===== config.mk =====
export PLATFORM = sky130hd
export DESIGN_NAME = eat_cmp
export DESIGN_NICKNAME = d
export VERILOG_FILES = /design/src/sv/eat_pkg.sv /design/src/sv/eat_cmp.sv
export SDC_FILE = /design/constraint.sdc
export NUM_CORES = 1
export LEC_CHECK = 0
export BUFFER_PORTS_ARGS = -buffer_cell sky130_fd_sc_hd__buf_2
export CELL_PAD_IN_SITES_DETAIL_PLACEMENT = 2
export CELL_PAD_IN_SITES_GLOBAL_PLACEMENT = 2
export CORE_MARGIN = 2
export CORE_UTILIZATION = 14
export DETAILED_ROUTE_END_ITERATION = 10
export PLACE_DENSITY = 0.92
export SYNTH_ARGS = -nofsm -noshare
export SYNTH_HDL_FRONTEND = slang
export SYNTH_SLANG_ARGS = --single-unit

===== constraint.sdc =====
create_clock -name vclk -period 2.1
set_input_delay 0.105 -clock vclk [all_inputs]
set_output_delay 0.105 -clock vclk [all_outputs]
set_load 0.05 [all_outputs]

===== src/sv/eat_pkg.sv =====
`timescale 1ns / 1ps
// ----------------------------------------------------------------------------
// eat_pkg
// shared types and constants of the mesh edge adjacency table
// ----------------------------------------------------------------------------
package eat_pkg;

  localparam int unsigned MAX_EDGES     = 4096;
  localparam int unsigned ADDR_W        = $clog2(MAX_EDGES);
  localparam int unsigned CNT_W         = $clog2(MAX_EDGES + 1);
  localparam int unsigned VERTEX_BITS   = 16;
  localparam int unsigned TRIANGLE_BITS = 16;
  localparam int unsigned SEL_W         = 12;
  localparam int unsigned EI_W          = 12;

  localparam logic [CNT_W-1:0] CNT_MAX = CNT_W'(MAX_EDGES);

  typedef logic [VERTEX_BITS-1:0]   vtx_t;
  typedef logic [TRIANGLE_BITS-1:0] tri_t;
  typedef logic [ADDR_W-1:0]        addr_t;

  typedef enum logic [1:0] {
    CMD_CLEAR  = 2'd0,
    CMD_INSERT = 2'd1,
    CMD_READ   = 2'd2,
    CMD_NOP    = 2'd3
  } cmd_e;

  typedef enum logic [1:0] {
    MK_NEW  = 2'd0,
    MK_SAME = 2'd1,
    MK_REV  = 2'd2,
    MK_NONE = 2'd3
  } mk_e;

  typedef enum logic [1:0] {
    SIDE_EMPTY = 2'd0,
    SIDE_ONE   = 2'd1,
    SIDE_AMBIG = 2'd2
  } side_e;

  typedef struct packed {
    vtx_t  start_v;
    vtx_t  end_v;
    vtx_t  fwd_apex;
    vtx_t  rev_apex;
    tri_t  fwd_tri;
    tri_t  rev_tri;
    side_e fwd_st;
    side_e rev_st;
  } entry_t;

  typedef struct packed {
    logic same;
    logic rev;
  } hit_t;

endpackage


===== src/sv/eat_cmp.sv =====
`timescale 1ns / 1ps
// ----------------------------------------------------------------------------
// eat_cmp
// edge compare and side claim unit, shared by every step of the scan
// ----------------------------------------------------------------------------
module eat_cmp (
  input  eat_pkg::vtx_t   start_i,
  input  eat_pkg::vtx_t   end_i,
  input  eat_pkg::vtx_t   apex_i,
  input  eat_pkg::tri_t   tri_i,
  input  eat_pkg::entry_t entry_i,
  output eat_pkg::hit_t   hit_o,
  output eat_pkg::entry_t upd_o
);
  import eat_pkg::*;

  logic same, rev;

  // same direction wins, so a degenerate edge claims the forward side
  assign same = (start_i == entry_i.start_v) && (end_i == entry_i.end_v);
  assign rev  = !same && (start_i == entry_i.end_v) && (end_i == entry_i.start_v);

  assign hit_o = '{same: same, rev: rev};

  always_comb begin
    upd_o = entry_i;
    if (same) begin
      if (entry_i.fwd_st == SIDE_EMPTY) begin
        upd_o.fwd_st  = SIDE_ONE;
        upd_o.fwd_tri = tri_i;
      end else begin
        upd_o.fwd_st = SIDE_AMBIG;
      end
      upd_o.fwd_apex = apex_i;
    end else if (rev) begin
      if (entry_i.rev_st == SIDE_EMPTY) begin
        upd_o.rev_st  = SIDE_ONE;
        upd_o.rev_tri = tri_i;
      end else begin
        upd_o.rev_st = SIDE_AMBIG;
      end
      upd_o.rev_apex = apex_i;
    end
  end

endmodule

==> out/qor.csv <==
metric,value,unit
ys_seq_area_frac,0,
fp-row-count,42,
arrival_time_worst_endpoint,2.22,ns
yosysTopAreaCellShare,0.334,
ir_drop,0.0000863,V
num_io_pins,266,
max_slew.worst_pin.slew,0.328,ns
wire_per_inst,19.5,µm
detailroute.via_count,2786,
final_max_slew_viols,0,
gpl.final_weighted_congestion,0.853,
status,"complete, but fails checks",
finalCriticalPeriod,2.33,ns
route.final.wire_length,13.3,mm
timing.critical_path.to_type,output pin,
place_worst_setup_slack,-0.376,ns
initial_utilization,0.142,
syn_to_final_growth,135,%
post_synthesis_compound_gate_area_fraction,0.0331,
multi_input_area,1790,µm²
synth.yosys.warnings,0,
grt_pass1_wl,18.4,mm
setup_tns,-8.28,ns
fmaxAchievable,429,MHz
synthSimpleGateAreaFrac,0.0912,
antenna_left,0,
rsz0062_at_grt,yes,
report.power.total,1.13,mW
failed_checks,setup timing,
via_density_per_instance,4.08,
startpoint_type,primary input,
grt_max_degree,19,
synth_largest_area_cell,mux2_2,
power.density,259,nW/µm²
fillCellCount,1499,
post_layout_nonfiller_instances,683,
finalHoldViolCount,0,
die_h,119,µm
first_global_vias,3228,
count_of_buffers_from_port_buffering,266,
numSequentialCells,0,
max_slew_headroom,0.779,
synth_area,1850,µm²
layout.core_utilization,0.333,
register_area,0,µm²
syn_area_per_cell,9.22,µm²
drt-initial-drc-count,43,
die_w,119,µm
worst_ep_required_time,2.00,ns
yosys-mux-area-fraction,0.407,
yosys-top-cells-area,"mux2_2 33%, xnor2_1 15%, xor2_1 15%",
nClkBuffers,0,
ctsHoldBuffers,0,
netlist_instances,201,
finalNetCount,672,
power.leakage,2.30,nW
final_common_cell,buf_2,
place_hpwl,11.2,mm
post-route-period-util,1.11,
most_frequent_cells_in_the_layout,"210 x buf_2, 85 x buf_4, 38 x mux2_2, 37 x buf_6, 30 x xnor2_1",
core_region_area,13100,µm²
post_synth_xor_area_fraction,0.302,
grt_util_all_layers,0.166,
crit_path_max_fanout,8,
setup-violations-final,50,
placed_cells_incl_taps,677,
design.die.area,14200,µm²
timing.final.ws_setup,-0.229,ns
worst_hold_check_path_type,in2out,
route.detailed.drc,0,
cap_violations,0,
main_combinational_cell_family_by_area_after_synthesis,multiplexers,
mappedNetlistNets,365,
post_route_cells_drive_above_1_share,0.856,
synth.lib_cells_used.distinct,24,
timing_worst_setup_path_type,in2out,
grt_remaining_overflow,0,
grt_antenna_before_repair,1,
synth-adder-area-share,0,
drtPass1Iterations,4,
-- worst paths after layout --
check | startpoint | to | slack (ns) | cells after the start
worst min-delay path | entry_i[91] | upd_o[91] | 0.54 | 2
worst max-delay path | start_i[6] | upd_o[32] | -0.23 | 9
-- cell type report --
type,count,share of cell area
Multi-Input combinational cell,160,0.410
Antenna cell,1,0.000575
Timing Repair Buffer,344,0.537
Tap cell,176,0.0506
Inverter,2,0.00172
-- report_power, final --
group / switching, mW / total, mW / internal [mW]
sequential: 0 / 0 / 0
clock: 0 / 0.0000000639 / 0.0000000639
combinational: 0.666 / 1.13 / 0.462
total: 0.666 / 1.13 / 0.462
-- Yosys cell counts --
cell type	number
buf_2	2
nor2_1	1
clkbuf_1	1
o21ai_0	1
o2111ai_2	1
a41o_1	1
inv_1	2
o211ai_2	1
nor4_1	9
mux2_4	9
nand2_1	2
buf_4	34
and4_1	1
a21bo_2	1
mux2_2	55
xnor2_1	32
buf_6	1
buf_12	1
or4_1	1
and4_2	1
a31o_2	1
nor4_2	1
nand4_1	10
xor2_1	32
-- cells by family (layout without fill, tap and decap cells) --
kind of cell           after synthesis  in the layout
AND/OR/NAND/NOR                     26             26
AO/OA/AOI/OAI                        6              6
other                                0              1
XOR/XNOR                            64             64
multiplexers                        64             64
buffers and inverters               41            346
-- layer usage --
layer  vias up  global-route usage  share of wire
met1      1322               0.163           0.34
met3        16              0.0321          0.060
li1       1303                   -              -
met4         0              0.0320          0.018
met2       145               0.352           0.58
met5         -                   0              0
-- what timing repair did --
action	CTS	global route
resized for setup	106	38
gates cloned	0	4
setup endpoints to repair	66	64
pin swaps	1	1
setup buffers	0	1
-- critical path, cell delays in order --
cell and delay, ns:
buf_6 0.11, xor2_2 0.17, nor4_2 0.31, buf_4 0.17, nand4_1 0.12, or4_4 0.58, clkbuf_16 0.20, mux2_4 0.30
buf_6 0.15
-- per-stage QoR --
step / hold WS (ns) / instance area (µm²)
after floorplan: 0.377 / 1850
after global placement: 0.537 / 3700
after CTS: 0.539 / 4060
after global routing: 0.552 / 4350
after detailed placement: 0.540 / 3700
final: 0.539 / 4350
No activity file was read; power rests on OpenSTA's default activity.
